### config.mk
export PLATFORM = sky130hd
export DESIGN_NAME = wmf_select
export DESIGN_NICKNAME = d
export VERILOG_FILES = /design/src/hw/rtl/wmf_pkg.sv /design/src/hw/rtl/wmf_select.sv
export SDC_FILE = /design/constraint.sdc
export NUM_CORES = 1
export LEC_CHECK = 0
export BUFFER_PORTS_ARGS = -buffer_cell sky130_fd_sc_hd__clkbuf_2
export CORE_MARGIN = 4
export CORE_UTILIZATION = 35
export DETAILED_ROUTE_END_ITERATION = 8
export GPL_TIMING_DRIVEN = 0
export PLACE_DENSITY_LB_ADDON = 0.25
export SLEW_MARGIN = 20
export SYNTH_ARGS = -nofsm -noshare
export SYNTH_HDL_FRONTEND = slang
export SYNTH_SLANG_ARGS = --single-unit
### constraint.sdc
create_clock -name clk -period 5.1 [get_ports clk]
set_clock_uncertainty 0.2 [all_clocks]
set_input_delay 0 -clock clk [delete_from_list [all_inputs] [get_ports clk]]
set_output_delay 0 -clock clk [all_outputs]
set_load 0.05 [all_outputs]
### src/hw/rtl/wmf_pkg.sv
// Shared constants, codes and types of the window median filter.
// No dependencies; used by every RTL file of the block.
`default_nettype none

package wmf_pkg;

    localparam int MAX_ROWS   = 256;
    localparam int MAX_COLS   = 256;
    localparam int MAX_WINDOW = 8;

    localparam int PIX_W   = 8;
    localparam int ROW_W   = $clog2(MAX_ROWS);
    localparam int COL_W   = $clog2(MAX_COLS);
    localparam int FRAME_W = ROW_W + 1;
    localparam int ADDR_W  = $clog2(MAX_ROWS * MAX_COLS);
    localparam int MEM_DEPTH = MAX_ROWS * MAX_COLS;
    localparam int K_W     = 4;
    localparam int IDX_W   = $clog2(MAX_WINDOW);
    localparam int CNT_W   = $clog2(MAX_WINDOW * MAX_WINDOW + 1);
    localparam int BIT_W   = $clog2(PIX_W);
    localparam int CFG_W   = 9;
    localparam int CFG_IDX_W = 2;

    localparam int RESET_ROWS   = 256;
    localparam int RESET_COLS   = 256;
    localparam int RESET_WINDOW = 4;
    localparam int MIN_WINDOW   = 2;

    typedef enum logic {
        CMD_WRITE = 1'b0,
        CMD_READ  = 1'b1
    } cmd_t;

    typedef enum logic [CFG_IDX_W-1:0] {
        REG_FRAME_ROWS  = 2'd0,
        REG_FRAME_COLS  = 2'd1,
        REG_WINDOW_SIZE = 2'd2
    } cfg_reg_t;

    typedef struct packed {
        logic             start;
        logic             sample_valid;
        logic             sample_last;
        logic [BIT_W-1:0] bit_idx;
        logic [CNT_W-1:0] rank_init;
    } sel_ctl_t;

endpackage

`default_nettype wire

### src/hw/rtl/wmf_select.sv
// Bitwise radix selection unit: finds the pixel of a given rank, one result bit per pass.
// Depends on wmf_pkg.
`default_nettype none

module wmf_select (
    input  wire logic                      clk,
    input  wire logic                      rst_n,
    input  wire wmf_pkg::sel_ctl_t         ctl,
    input  wire logic [wmf_pkg::PIX_W-1:0] sample,
    output logic      [wmf_pkg::PIX_W-1:0] value
);

    logic [wmf_pkg::PIX_W-1:0] prefix_reg, prefix_next;
    logic [wmf_pkg::CNT_W-1:0] rank_reg, rank_next;
    logic [wmf_pkg::CNT_W-1:0] count_reg, count_next;
    logic [wmf_pkg::PIX_W-1:0] low_ones;
    logic [wmf_pkg::PIX_W-1:0] hi_mask;
    logic                      match;
    logic [wmf_pkg::CNT_W-1:0] count_sum;

    // bits above the current one must equal the decided prefix
    assign low_ones  = (wmf_pkg::PIX_W'(2) << ctl.bit_idx) - wmf_pkg::PIX_W'(1);
    assign hi_mask   = ~low_ones;
    assign match     = ctl.sample_valid && (((sample ^ prefix_reg) & hi_mask) == '0)
                       && !sample[ctl.bit_idx];
    assign count_sum = count_reg + wmf_pkg::CNT_W'(match);

    always_comb
    begin
        prefix_next = prefix_reg;
        rank_next   = rank_reg;
        count_next  = count_reg;
        if (ctl.start)
        begin
            prefix_next = '0;
            rank_next   = ctl.rank_init;
            count_next  = '0;
        end
        else if (ctl.sample_valid)
        begin
            if (ctl.sample_last)
            begin
                count_next = '0;
                if (rank_reg >= count_sum)
                begin
                    prefix_next[ctl.bit_idx] = 1'b1;
                    rank_next = rank_reg - count_sum;
                end
            end
            else
            begin
                count_next = count_sum;
            end
        end
    end

    always_ff @(posedge clk or negedge rst_n)
    begin
        if (!rst_n)
        begin
            prefix_reg <= '0;
            rank_reg   <= '0;
            count_reg  <= '0;
        end
        else
        begin
            prefix_reg <= prefix_next;
            rank_reg   <= rank_next;
            count_reg  <= count_next;
        end
    end

    assign value = prefix_reg;

endmodule

`default_nettype wire

After elaboration in Yosys (flattened, before gate mapping)
Index checks and enable logic that the tools add are counted.
{"block": "op_classes", "add_sub_neg": 3, "magnitude_cmp": 3, "shifts": 1, "n_mux": 15, "bitwise": 4, "reduce_logical": 9}
{"cell": "$mux 7", "n": 7}
{"cell": "$mux 8", "n": 4}
{"cell": "$and 8x8->8", "n": 1}
{"cell": "$logic_not 8->1", "n": 1}
{"cell": "$not 8->8", "n": 1}
{"cell": "$or 8x8->8", "n": 1}
{"cell": "$shl 2x3->8 const A", "n": 1}
{"cell": "$sub 8x2->8 const B", "n": 1}
{"cell": "$xor 8x8->8", "n": 1}
{"cell": "$add 7x1->7", "n": 1}
{"cell": "$ge 7x7->1", "n": 1}
{"cell": "$sub 7x7->7", "n": 1}
{"cell": "$reduce_bool 2->1", "n": 3}
{"cell": "$lt 3x4->1 const B", "n": 1}
{"cell": "$bmux 1 s3", "n": 1}
{"cell": "$demux 1 s3", "n": 1}
{"cell": "$ge 3x1->1 const B", "n": 1}
{"cell": "$logic_and 1x1->1", "n": 3}
{"cell": "$reduce_and 3->1", "n": 1}
{"cell": "$mux 1", "n": 2}
{"cell": "$logic_not 1->1", "n": 1}
{"block": "totals", "regBits": 22, "in_bits": 23, "out_inout_bits": 8, "word_cells": 38}

Logic depth before layout (Yosys ltp)
{"block": "depth", "word_depth": 13, "depth_mapped": 18, "mapped_depth_nobuf": 16}

Least setup slack after synthesis
No wires, ideal clock.
{"block": "synth_timing", "path_kind": "register to register", "start": "register prefix_reg (netlist bit value[5])", "end": "register rank_reg[2] (netlist name)", "setup_time_ps": 126, "arrival_ps": 3728, "required_ps": 4774, "path_slack_ps": 1046, "path_stages_with_launch": 18, "n_path_buf": 1, "synth_period_minus_slack_ps": 4054, "path_cell_list": "dfrtp_1 -> xnor2_1 -> nand2_1 -> a2111oi_0 -> a21oi_1 -> nor3_1 -> ha_1 -> ha_1 -> and3_1 -> nand3_1 -> xnor2_1 -> ha_1 -> nand4_1 -> nor2_1 -> a221oi_4 -> or2_2 -> buf_6 -> a221o_1"}
{"block": "synth_via", "elab_chain_cells": 11, "elab_cells_between_ends": 14, "cone_classes": "add/sub (2); order compare (1); mux (4); bitwise (2); reduce/logical (5)"}
{"element": "from (decl)", "line_no": "wmf_select.sv:13", "rtl": "logic [wmf_pkg::PIX_W-1:0] prefix_reg, prefix_next;"}
{"element": "from (signal assigned)", "line_no": "wmf_select.sv:67", "rtl": "prefix_reg <= prefix_next;"}
{"element": "$xor 8x8->8 (*)", "line_no": "wmf_select.sv:24", "rtl": "assign match = ctl.sample_valid && (((sample ^ prefix_reg) & hi_mask) == '0)"}
{"element": "$and 8x8->8 (*)", "line_no": "wmf_select.sv:24"}
{"element": "$logic_not 8->1 (*)", "line_no": "wmf_select.sv:24"}
{"element": "$logic_and 1x1->1 (*)", "line_no": "wmf_select.sv:24"}
{"element": "$logic_and 1x1->1 (*)", "line_no": "wmf_select.sv:25", "rtl": "&& !sample[ctl.bit_idx];"}
{"element": "$add 7x1->7 (*)", "line_no": "wmf_select.sv:26", "rtl": "assign count_sum = count_reg + wmf_pkg::CNT_W'(match);"}
{"element": "$sub 7x7->7", "line_no": "wmf_select.sv:47", "rtl": "rank_next = rank_reg - count_sum;"}
{"element": "$mux 7", "line_no": "wmf_select.sv:44", "rtl": "if (rank_reg >= count_sum)"}
{"element": "$mux 7", "line_no": "wmf_select.sv:41", "rtl": "if (ctl.sample_last)"}
{"element": "$mux 7", "line_no": "wmf_select.sv:39", "rtl": "else if (ctl.sample_valid)"}
{"element": "$mux 7", "line_no": "wmf_select.sv:33", "rtl": "if (ctl.start)"}
{"element": "to (signal assigned)", "line_no": "wmf_select.sv:68", "rtl": "rank_reg <= rank_next;"}
{"element": "to (decl)", "line_no": "wmf_select.sv:14", "rtl": "logic [wmf_pkg::CNT_W-1:0] rank_reg, rank_next;"}
Every way passes the cells marked *; elsewhere a longest branch is shown, timed or not. The select of a mux whose other input is x is not followed.
A chain may end at the register's enable or synchronous reset.

Worst setup path in the final report
{"block": "layout_timing", "start": "register prefix_reg (netlist bit value[5])", "end": "register rank_reg[4] (netlist name)"}
The elaborated chain is that of the path after synthesis.

==> impl_metrics.py <==
metrics = {
    "status": {
        "status": "finished, violations left",
        "failed_checks": "hold timing",
    },
    "place": {
        "gp_congestion": 0.7527,
        "hpwl_um": 3018,
        "postPlaceCellArea_um2": 1939,
        "io_buffers": 27,
    },
    "critical_path": {
        "cpPeakStageDelay_ns": 0.43,
        "critical_path_buf_inv_count": 1,
        "cp_slowest_cell": "ha_1",
        "cp.arrival_ns": 4.17,
        "endpoint_kind": "flop",
        "path_class": "flop to flop",
        "worstSetupStartpoint": "value[5]",
        "cp-start-kind": "flop",
        "r2r-end": "rank_reg[4]",
        "worstPathCellList": "xnor2_1, nand2_1, a2111oi_0, a21oi_1, nor3_1, ha_1, ha_1, and3_1, nand3_1, xnor2_1, ha_1, nand4_1, nor2_1, a221oi_4, or2_2, buf_6, a221o_1",
        "crit_top_cell": "ha_1",
        "rrSetupSlack_ns": 0.88,
        "required_ns": 5.05,
        "rr_startpoint": "value[5]",
        "crit_family": "simple AND/OR/NAND/NOR gates",
        "reg2regPathDepth": 17,
        "critPathMaxFanout": 7,
    },
    "grt": {
        "grt.overflow.total": 0,
        "grt_max_degree": 23,
        "track_usage_pct": 14.31,
        "grt_pass1_vias": 1449,
        "antenna_found_initial": 0,
        "grt_pass1_wl_um": 7079,
    },
    "min_path": {
        "holdPathEnd": "value[1]",
        "min_from": "ctl[7]",
        "hold_path_depth": 4,
        "hold_path.class": "primary input to flop",
    },
    "detailed_routing": {
        "vias": 1531,
        "routed_wl_um": 4145,
        "drt_first_pass_iters": 4,
        "drcViolationCount": 0,
        "routed_via_density": 5.070,
        "detail-route-antenna-nets": 0,
        "drtIter0Drc": 63,
        "avgRoutedWirePerCell_um": 13.73,
    },
    "clock_tree": {
        "post-cts-setup-buffers": 0,
        "cts_made_buffers": 3,
        "clock_sinks": 22,
        "worstSkewPairLatency_ns": 0.28,
        "cts_tree": "done",
        "cts_resized": 0,
        "cts_max_level": 1,
        "cts-root-buf": "clkbuf_8",
        "path_clk_slew_ns": 0.10,
        "clk_path_buf_depth": 2,
    },
    "finish": {
        "fillers": 496,
        "nNetsFinal": 269,
        "final_area_um2": 2111,
        "seqCellArea_um2": 550.5,
        "final_common_cell": "clkbuf_2",
        "syn2layout_area_growth_pct": 22.69,
        "layout_common_cells": "clkbuf_2 (27), dfrtp_1 (22), inv_1 (18), a21oi_1 (16)",
        "multiInputGateArea_um2": 1035,
        "largest_register_ffs": 8,
        "drive_above_1_share_pct": 18.30,
        "antennaDiodeCount": 0,
    },
    "yosys": {
        "synth-edff-count": 0,
        "syn_inst": 194,
        "synth-seq-cells": 22,
        "yosysSeqAreaShare_pct": 32.00,
        "synth_cell_types": 49,
        "syn_avg_cell_area_um2": 8.868,
        "syn-num-nets": 227,
        "ys_warn_count": 0,
        "async_reset_ff_share_pct": 100.0,
        "synth-main-ff-cell": "dfrtp_1",
        "netlist_area_um2": 1720,
    },
    "sta": {
        "fmax_ghz": 0.2372,
        "hold_ws_ns": -0.006714,
        "relSlewSlack_pct": 62.13,
        "tightestPinTransition_ns": 0.5681,
        "fin_crit_ns": 4.217,
        "slew_viol_final": 0,
        "setup_tns_ns": 0,
        "setup-violations-final": 0,
        "fin_crit_sh_pct": 82.68,
        "rsz0062_at_grt": "no",
        "finalHoldViolations": 1,
    },
    "power_and_ir_drop": {
        "power.density_nw_per_um2": 245.1,
        "peakVddDrop_mv": 0.09921,
        "fin_total_pwr_mw": 0.5173,
        "leakage_nw": 0.8994,
    },
    "die": {
        "coreArea_um2": 4755,
        "fp-row-count": 25,
        "die_width_um": 78.11,
        "die-area_um2": 6101,
        "die_height_um": 78.11,
        "io_pins": 31,
        "initial_core_util_pct": 36.18,
    },
    "run": {
        "drv_cap": 0,
    },
}
[worst max-delay path by stage]
stage / endpoint / depth (start not counted)
floorplan: rank_reg[2] / 17
global placement: rank_reg[4] / 17
detailed placement: rank_reg[4] / 17
CTS: rank_reg[4] / 17
global route: value[7] / 17
finish: rank_reg[4] / 17
[power breakdown]
group | internal [mW] | total [mW] | switching, mW
Sequential | 0.183 | 0.189 | 0.00569
Combinational | 0.0730 | 0.157 | 0.0844
Clock | 0.105 | 0.171 | 0.0660
[synth_stat cells (2+ instances only)]
library cell | number | area, um2
and3_1 | 3 | 18.77
nor2b_1 | 12 | 75.07
nor2_1 | 12 | 45.04
nor4_1 | 2 | 12.51
xnor2_1 | 11 | 96.34
nand2b_1 | 4 | 25.02
a22oi_1 | 2 | 15.01
o311ai_1 | 2 | 17.52
nor3b_1 | 3 | 22.52
inv_1 | 18 | 67.56
nand3_1 | 2 | 10.01
dfrtp_1 | 22 | 550.5
buf_6 | 2 | 22.52
clkbuf_1 | 6 | 22.52
o22ai_1 | 2 | 12.51
o21ai_0 | 8 | 40.04
or3_1 | 2 | 12.51
a21oi_1 | 16 | 80.08
xor2_1 | 2 | 17.52
or4_1 | 5 | 37.54
nor3_1 | 4 | 20.02
nand3b_1 | 2 | 15.01
ha_1 | 9 | 112.6
a221o_1 | 5 | 50.05
nor4b_1 | 3 | 26.28
buf_4 | 2 | 15.01
a21o_1 | 2 | 15.01
nand2_1 | 10 | 37.54
[logic make-up after synthesis]
logic type,synth area share [%]
xor+xnor,6.618
mux,2.545
fa+ha+maj,7.709
buf+inv,7.854
compound gates,20.73
flops,32.00
simple gates,22.55
[stage by stage]
step / hold WS [ns] / instances / worst slack, ns / util [%]
after floorplan: -0.4956 / 194 / 1.046 / -
after CTS: 0.007735 / 302 / 0.8528 / 44.39
after global routing: 0.04121 / 302 / 0.6126 / 44.39
after global placement: -0.1685 / 288 / 0.8617 / 40.79
final: -0.006714 / 302 / 0.8835 / 44.39
after detailed placement: -0.1619 / 288 / 0.8762 / 40.79
[cell type report]
class,instances,area share [%]
multi-input combinational,143,49.02
clock inverter,1,1.423
tap,67,3.972
buffer,11,3.201
timing repair buffer,37,11.14
clock buffer,3,1.956
inverter,18,3.201
sequential,22,26.08
[what timing repair did]
| item | CTS | global route |
|---|---|---|
| endpoints found under the hold margin | 39 | 0 |
| hold buffers | 10 | 0 |
| setup endpoints to repair | 0 | 0 |
[per-layer routing]
metal  track usage, %  part of all wire (%)  vias up
met5                0                     0        -
met4            4.196                   1.4        0
met3            1.606                   2.8        5
met2            23.20                    47       29
met1            20.06                    48      718
li1                 -                     -      779
[worst min-delay path: cells and delay by family]
kind | cells | cell delay (ns)
and+or+nand+nor | 2 | 0.18
buffers and inverters | 1 | 0.20
AOI/OAI and AO/OA | 1 | 0.05
Note: power is estimated with default switching activity, not from simulation.
